`config.mk`:
```
export PLATFORM = sky130hd
export DESIGN_NAME = gfcs_ctrl
export DESIGN_NICKNAME = d
export VERILOG_FILES = /design/src/sv/gfcs_pkg.sv /design/src/sv/gfcs_ctrl.sv
export SDC_FILE = /design/constraint.sdc
export NUM_CORES = 1
export LEC_CHECK = 0
export ABC_AREA = 1
export ABC_CLOCK_PERIOD_IN_PS = 5800
export BUFFER_PORTS_ARGS = -buffer_cell sky130_fd_sc_hd__buf_4
export CORE_UTILIZATION = 60
export DETAILED_ROUTE_END_ITERATION = 10
export PLACE_DENSITY = 0.89
export SLEW_MARGIN = 25
export SYNTH_ARGS = -nofsm -noshare
export SYNTH_HDL_FRONTEND = slang
export SYNTH_SLANG_ARGS = --single-unit
```
`constraint.sdc`:
```
create_clock -name clk -period 5.8 [get_ports clk]
set_input_delay 0.87 -clock clk [delete_from_list [all_inputs] [get_ports clk]]
set_output_delay 0.87 -clock clk [all_outputs]
set_load 0.01 [all_outputs]
```
`src/sv/gfcs_pkg.sv`:
```
package gfcs_pkg;

  localparam int CELL_W  = 3;
  localparam int OP_W    = 3;
  localparam int COORD_W = 6;
  localparam int DIM_W   = 7;

  localparam logic [CELL_W-1:0] CELL_UNKNOWN   = 3'd0;
  localparam logic [CELL_W-1:0] CELL_FREE      = 3'd1;
  localparam logic [CELL_W-1:0] CELL_OBSTACLE  = 3'd2;
  localparam logic [CELL_W-1:0] CELL_ALLOCATED = 3'd3;
  localparam logic [CELL_W-1:0] CELL_CUT       = 3'd4;

  localparam logic [OP_W-1:0] OP_READ     = 3'd0;
  localparam logic [OP_W-1:0] OP_SET_FREE = 3'd1;
  localparam logic [OP_W-1:0] OP_SET_OBST = 3'd2;
  localparam logic [OP_W-1:0] OP_CHECK    = 3'd3;
  localparam logic [OP_W-1:0] OP_PLACE    = 3'd4;

  localparam logic CFG_ROWS_IN_USE    = 1'b0;
  localparam logic CFG_COLUMNS_IN_USE = 1'b1;

  typedef struct packed {
    logic [CELL_W-1:0] cell_value;
    logic              accepted;
    logic              off_grid;
  } res_t;

endpackage

```
`src/sv/gfcs_ctrl.sv`:
```
module gfcs_ctrl #(
  parameter int MAX_ROWS         = 64,
  parameter int MAX_COLUMNS      = 64,
  parameter int FOOTPRINT_RADIUS = 3,
  parameter int CUT_RADIUS       = 1,
  parameter int ADDR_W           = 12
) (
  input  logic                         clk,
  input  logic                         rst,
  input  logic                         in_valid,
  output logic                         in_stall,
  input  logic [gfcs_pkg::OP_W-1:0]    op,
  input  logic [gfcs_pkg::COORD_W-1:0] row,
  input  logic [gfcs_pkg::COORD_W-1:0] column,
  input  logic [gfcs_pkg::DIM_W-1:0]   used_rows,
  input  logic [gfcs_pkg::DIM_W-1:0]   used_columns,
  output logic                         mem_we,
  output logic [ADDR_W-1:0]            mem_addr,
  output logic [gfcs_pkg::CELL_W-1:0]  mem_wdata,
  input  logic [gfcs_pkg::CELL_W-1:0]  mem_rdata,
  output logic                         res_valid,
  input  logic                         res_take,
  output gfcs_pkg::res_t               res
);
  import gfcs_pkg::*;

  localparam int SPAN  = 2 * FOOTPRINT_RADIUS + 1;
  localparam int OFF_W = $clog2(SPAN);
  localparam int DEPTH = MAX_ROWS * MAX_COLUMNS;
  localparam logic [OFF_W-1:0]   LAST_OFF  = OFF_W'(SPAN - 1);
  localparam logic [ADDR_W-1:0]  LAST_ADDR = ADDR_W'(DEPTH - 1);
  localparam logic [ADDR_W-1:0]  COLS_A    = ADDR_W'(MAX_COLUMNS);
  localparam logic [DIM_W-1:0]   RAD7      = DIM_W'(FOOTPRINT_RADIUS);
  localparam logic [DIM_W:0]     RAD8      = (DIM_W + 1)'(FOOTPRINT_RADIUS);

  localparam logic [2:0] S_CLEAR   = 3'd0;
  localparam logic [2:0] S_IDLE    = 3'd1;
  localparam logic [2:0] S_DECODE  = 3'd2;
  localparam logic [2:0] S_RDWAIT  = 3'd3;
  localparam logic [2:0] S_SCAN    = 3'd4;
  localparam logic [2:0] S_SCANEND = 3'd5;
  localparam logic [2:0] S_STAMP   = 3'd6;
  localparam logic [2:0] S_RESULT  = 3'd7;

  logic [2:0]         state;
  logic [ADDR_W-1:0]  clr_addr;
  logic [OP_W-1:0]    op_q;
  logic [COORD_W-1:0] row_q;
  logic [COORD_W-1:0] col_q;
  logic [OFF_W-1:0]   dr;
  logic [OFF_W-1:0]   dc;
  logic               pend;
  logic               fail;
  res_t               res_q;

  logic               center_in;
  logic               fits;
  logic               scan_ok;
  logic [DIM_W-1:0]   cell_r;
  logic [DIM_W-1:0]   cell_c;
  logic [ADDR_W-1:0]  scan_addr;
  logic [ADDR_W-1:0]  center_addr;
  logic               cut_hit;
  logic               last_cell;

  assign center_in = (DIM_W'(row_q) < used_rows) && (DIM_W'(col_q) < used_columns);

  // The footprint fits when every edge lies in the grid; the center is then inside too.
  assign fits = (DIM_W'(row_q) >= RAD7) && (DIM_W'(col_q) >= RAD7) &&
                ((DIM_W + 1)'(row_q) + RAD8 < (DIM_W + 1)'(used_rows)) &&
                ((DIM_W + 1)'(col_q) + RAD8 < (DIM_W + 1)'(used_columns));

  // The last footprint cell arrives in the cycle after the scan.
  assign scan_ok = !fail && (mem_rdata != CELL_OBSTACLE);

  // Only used once the footprint fits, and then these never go below zero.
  assign cell_r      = DIM_W'(row_q) + DIM_W'(dr) - RAD7;
  assign cell_c      = DIM_W'(col_q) + DIM_W'(dc) - RAD7;
  assign scan_addr   = ADDR_W'(ADDR_W'(cell_r) * COLS_A + ADDR_W'(cell_c));
  assign center_addr = ADDR_W'(ADDR_W'(row_q) * COLS_A + ADDR_W'(col_q));
  assign last_cell   = (dr == LAST_OFF) && (dc == LAST_OFF);

  always_comb begin
    int dist_r;
    int dist_c;
    dist_r  = (int'(dr) >= FOOTPRINT_RADIUS) ? int'(dr) - FOOTPRINT_RADIUS
                                              : FOOTPRINT_RADIUS - int'(dr);
    dist_c  = (int'(dc) >= FOOTPRINT_RADIUS) ? int'(dc) - FOOTPRINT_RADIUS
                                              : FOOTPRINT_RADIUS - int'(dc);
    cut_hit = (dist_r <= CUT_RADIUS) && (dist_c <= CUT_RADIUS);
  end

  always_comb begin
    mem_we    = 1'b0;
    mem_addr  = scan_addr;
    mem_wdata = CELL_UNKNOWN;
    case (state)
      S_CLEAR: begin
        mem_we   = 1'b1;
        mem_addr = clr_addr;
      end
      S_DECODE: begin
        mem_addr  = center_addr;
        mem_we    = center_in && ((op_q == OP_SET_FREE) || (op_q == OP_SET_OBST));
        mem_wdata = (op_q == OP_SET_FREE) ? CELL_FREE : CELL_OBSTACLE;
      end
      S_STAMP: begin
        mem_we    = 1'b1;
        mem_wdata = cut_hit ? CELL_CUT : CELL_ALLOCATED;
      end
      default: begin
        mem_addr = scan_addr;
      end
    endcase
  end

  assign in_stall  = (state != S_IDLE);
  assign res_valid = (state == S_RESULT);
  assign res       = res_q;

  always_ff @(posedge clk) begin
    if (rst) begin
      state    <= S_CLEAR;
      clr_addr <= '0;
    end else begin
      case (state)
        S_CLEAR: begin
          clr_addr <= clr_addr + ADDR_W'(1);
          if (clr_addr == LAST_ADDR) begin
            state <= S_IDLE;
          end
        end
        S_IDLE: begin
          if (in_valid) begin
            op_q  <= op;
            row_q <= row;
            col_q <= column;
            state <= S_DECODE;
          end
        end
        S_DECODE: begin
          dr   <= '0;
          dc   <= '0;
          pend <= 1'b0;
          fail <= 1'b0;
          case (op_q)
            OP_READ: begin
              res_q <= '{CELL_UNKNOWN, 1'b0, !center_in};
              state <= center_in ? S_RDWAIT : S_RESULT;
            end
            OP_SET_FREE, OP_SET_OBST: begin
              res_q <= '{CELL_UNKNOWN, center_in, !center_in};
              state <= S_RESULT;
            end
            OP_CHECK, OP_PLACE: begin
              res_q <= '0;
              state <= fits ? S_SCAN : S_RESULT;
            end
            default: begin
              res_q <= '0;
              state <= S_RESULT;
            end
          endcase
        end
        S_RDWAIT: begin
          res_q.cell_value <= mem_rdata;
          state            <= S_RESULT;
        end
        S_SCAN: begin
          // Data arrives in the cycle after its address; pend marks a footprint cell.
          pend <= 1'b1;
          if (pend && (mem_rdata == CELL_OBSTACLE)) begin
            fail <= 1'b1;
          end
          if (last_cell) begin
            state <= S_SCANEND;
          end
          if (dc == LAST_OFF) begin
            dc <= '0;
            dr <= dr + OFF_W'(1);
          end else begin
            dc <= dc + OFF_W'(1);
          end
        end
        S_SCANEND: begin
          dr <= '0;
          dc <= '0;
          if (scan_ok && (op_q == OP_PLACE)) begin
            state <= S_STAMP;
          end else begin
            state <= S_RESULT;
          end
          if (scan_ok && (op_q == OP_CHECK)) begin
            res_q.accepted <= 1'b1;
          end
        end
        S_STAMP: begin
          if (last_cell) begin
            res_q.accepted <= 1'b1;
            state          <= S_RESULT;
          end
          if (dc == LAST_OFF) begin
            dc <= '0;
            dr <= dr + OFF_W'(1);
          end else begin
            dc <= dc + OFF_W'(1);
          end
        end
        S_RESULT: begin
          if (res_take) begin
            state <= S_IDLE;
          end
        end
        default: begin
          state <= S_IDLE;
        end
      endcase
    end
  end

endmodule

```
==> flow_summary.toml <==
[setup_path]
crit_top_cell = "ha_1"
reg2reg_from = "col_q[0]"
r2r_slack_ns = 3.38
critical_path.top_delay_family = "adder cells"
crit_path_top_delay_cell = "edfxtp_1"
path_buf_inv = 3
crit_required_ns = 4.93
cp-start-kind = "flop"
crit_chain = "inv_1 -> ha_1 -> inv_1 -> ha_1 -> nand3_1 -> nand3_1 -> nand2_1 -> a21oi_1 -> nor2_1 -> xor2_1 -> ha_1 -> ha_1 -> nand2_1 -> nor2_1 -> or2_2 -> nand3_1 -> nand2_1 -> buf_4"
crit_type = "reg2out"
reg2reg_to = "state[1]"
worstPathArrival_ns = 3.23
slowest_delay_ns = 0.45
ff2ff_path_depth = 16
cp_max_fo = 5
crit_path_end_kind = "primary output"

[power]
ir_drop_uv = 193
leakage_uw = 0.00228
p_per_area_nw_per_um2 = 229

[clock_network]
h-tree-depth = 2
cts_root_buffer = "clkbuf_8"
cts.repair.resized = 0
clockBufferDepth = 2
cts_tree = "yes"
postCtsSetupBuffers = 0
clock_latency_ns = 0.30
clk_pin_slew_ns = 0.09
clkSinkCount = 43
ctsHoldBuffers = 0
cts_buffers = 5

[detailed_routing]
wl_per_cell_um = 14.4
vias = 3673
drc = 0
drt-pass1-iter-count = 4
drtIter0Drc = 293
postRouteWirelength_mm = 9.48
avgViaCountPerCell = 5.60
antenna_left = 0

[logic_synthesis]
postSynth.asyncResetShare = 0
ys_seq_area_frac = 0.296
synth_area_per_cell_um2 = 7.46
syn_area_um2 = 3860
synth_edf_count = 28
yosys_warnings = 0
ys_ff_latch = 43
ys.flop_type = "edfxtp_1"
synthCells = 517
synth_fp_nets = 617
ys_types = 37

[timing]
slew_viol_final = 0
rsz0062_at_grt = "false"
hold_violations = 0
period_share = 0.706
tns_ns = 0
fin_skew_ns = 0.00855
finalSetupViolCount = 0
worstMarginPinSlew_ns = 0.449
fin_crit_ns = 4.10
fmax_mhz = 244
maxSlewHeadroom = 0.698

[layout]
antenna_cells = 0
final_layout_size_suffix_gt1_frac = 0.157
regArea_um2 = 1140
nFillCells = 473
layout_common_cells = "nand2_1 (113), inv_1 (92), ha_1 (62)"
multi_input_comb_area_um2 = 2330
final_cell_count_no_fill = 656
syn_to_final_growth_pct = 16.7
fin_nets = 680
stdcell_area_um2 = 4500
layout_commonest_cell = "nand2_1"

[die]
core.rowCount = 28
die_h_um = 82.2
start_util = 0.637
dieArea_um2 = 6760
die_w_um = 82.2
core_um2 = 6060
num_io_pins = 59

[global_routing]
grt_start_max_net_pins = 20
grt.overflow.total = 0
antenna_found_initial = 0
grtUsageTotal = 0.308
grt_pass1_wl_mm = 15.7
grt_pass1_vias = 3617

[run]
max_cap_viol_count = 0

[place]
dp.cells = 648
hpwlAfterDp_mm = 7.50
portBuffers = 58
dpl_cell_area_um2 = 4380
gp_congestion = 0.907

[min_path]
hold_start = "clr_addr[9]"
min_to = "clr_addr[9]"
whs_path_depth = 2
worst_hold_path_type = "reg2reg"

[outcome]
status = "finished clean"
## Yosys cell counts (3+ instances only)
cell type    n  area [µm²]
a21oi_1     27         135
nand2_1    113         424
dfxtp_1     15         300
inv_2        8        30.0
nand2_2      3        18.8
o21ai_1      5        25.0
o21bai_1     3        22.5
o21ai_0     15        75.1
nand3_1     25         125
ha_1        62         776
xor2_1      12         105
nor2_1      57         214
edfxtp_1    28         841
xnor2_1      3        26.3
nor3_1       9        45.0
o221ai_1     8        70.1
inv_1       92         345
nor2_2       4        25.0
nand4_1      4        25.0
## layout make-up
type | instances | share of cell area
Multi-Input combinational cell | 371 | 0.518
Sequential cell | 43 | 0.253
Timing Repair Buffer | 59 | 0.0984
Inverter | 100 | 0.0834
Tap cell | 75 | 0.0208
Clock buffer | 6 | 0.0183
Clock inverter | 2 | 0.00778
## cell families after synthesis
family / count (synthesis) / share of synthesized area
XOR/XNOR: 15 / 0.0340
adder cells (fa/ha/maj): 64 / 0.211
AND/OR/NAND/NOR: 227 / 0.259
flip-flops: 43 / 0.296
buffers and inverters: 103 / 0.101
AO/OA/AOI/OAI: 65 / 0.0986
## how the worst max path moves through the flow
| stage | startpoint | endpoint | slack, ns | cells after the start |
|---|---|---|---|---|
| after global placement | col_q[2] | mem_addr[10] | 2.19 | 18 |
| after CTS | col_q[2] | mem_addr[10] | 1.73 | 18 |
| after floorplan | col_q[2] | mem_addr[10] | 2.42 | 17 |
| final | col_q[2] | mem_addr[10] | 1.70 | 18 |
| after detailed placement | col_q[2] | mem_addr[10] | 2.09 | 18 |
| after global routing | col_q[2] | mem_addr[10] | 1.49 | 18 |
## registers in the layout, summed over array words and instances, names as in the netlist
register  count
op_q          3
col_q         6
state         3
row_q         6
clr_addr     12
res           5
fail          1
pend          1
dc            3
dr            3
## per-stage QoR
step | utilization | setup slack, ns | total power, µW | hold WS (ns)
detailed placement | 0.723 | 2.09 | 774 | 0.484
global placement | 0.723 | 2.19 | 762 | 0.480
global route | 0.743 | 1.49 | 1090 | 0.534
floorplan | - | 2.42 | 629 | 0.457
finish | 0.743 | 1.70 | 1030 | 0.504
CTS | 0.743 | 1.73 | 1020 | 0.500
## worst min-delay path, delay by kind of cell, from the launching register on
family	cells	cell delay, ns
AO/OA/AOI/OAI	1	0.06
flip-flops	1	0.34
AND/OR/NAND/NOR	1	0.07
## layer usage
metal / track usage / up-vias / wire (µm)
li1: - / 1802 / -
met1: 0.353 / 1684 / 3750
met2: 0.560 / 156 / 4750
met3: 0.0549 / 31 / 677
met4: 0.130 / 0 / 299
met5: 0 / - / 0
## report_power, final
part           internal (µW)  switching, µW
clock network            140            112
registers                347           26.6
logic                    161            245
total                    647            383
Note: power is estimated with default switching activity, not from simulation.
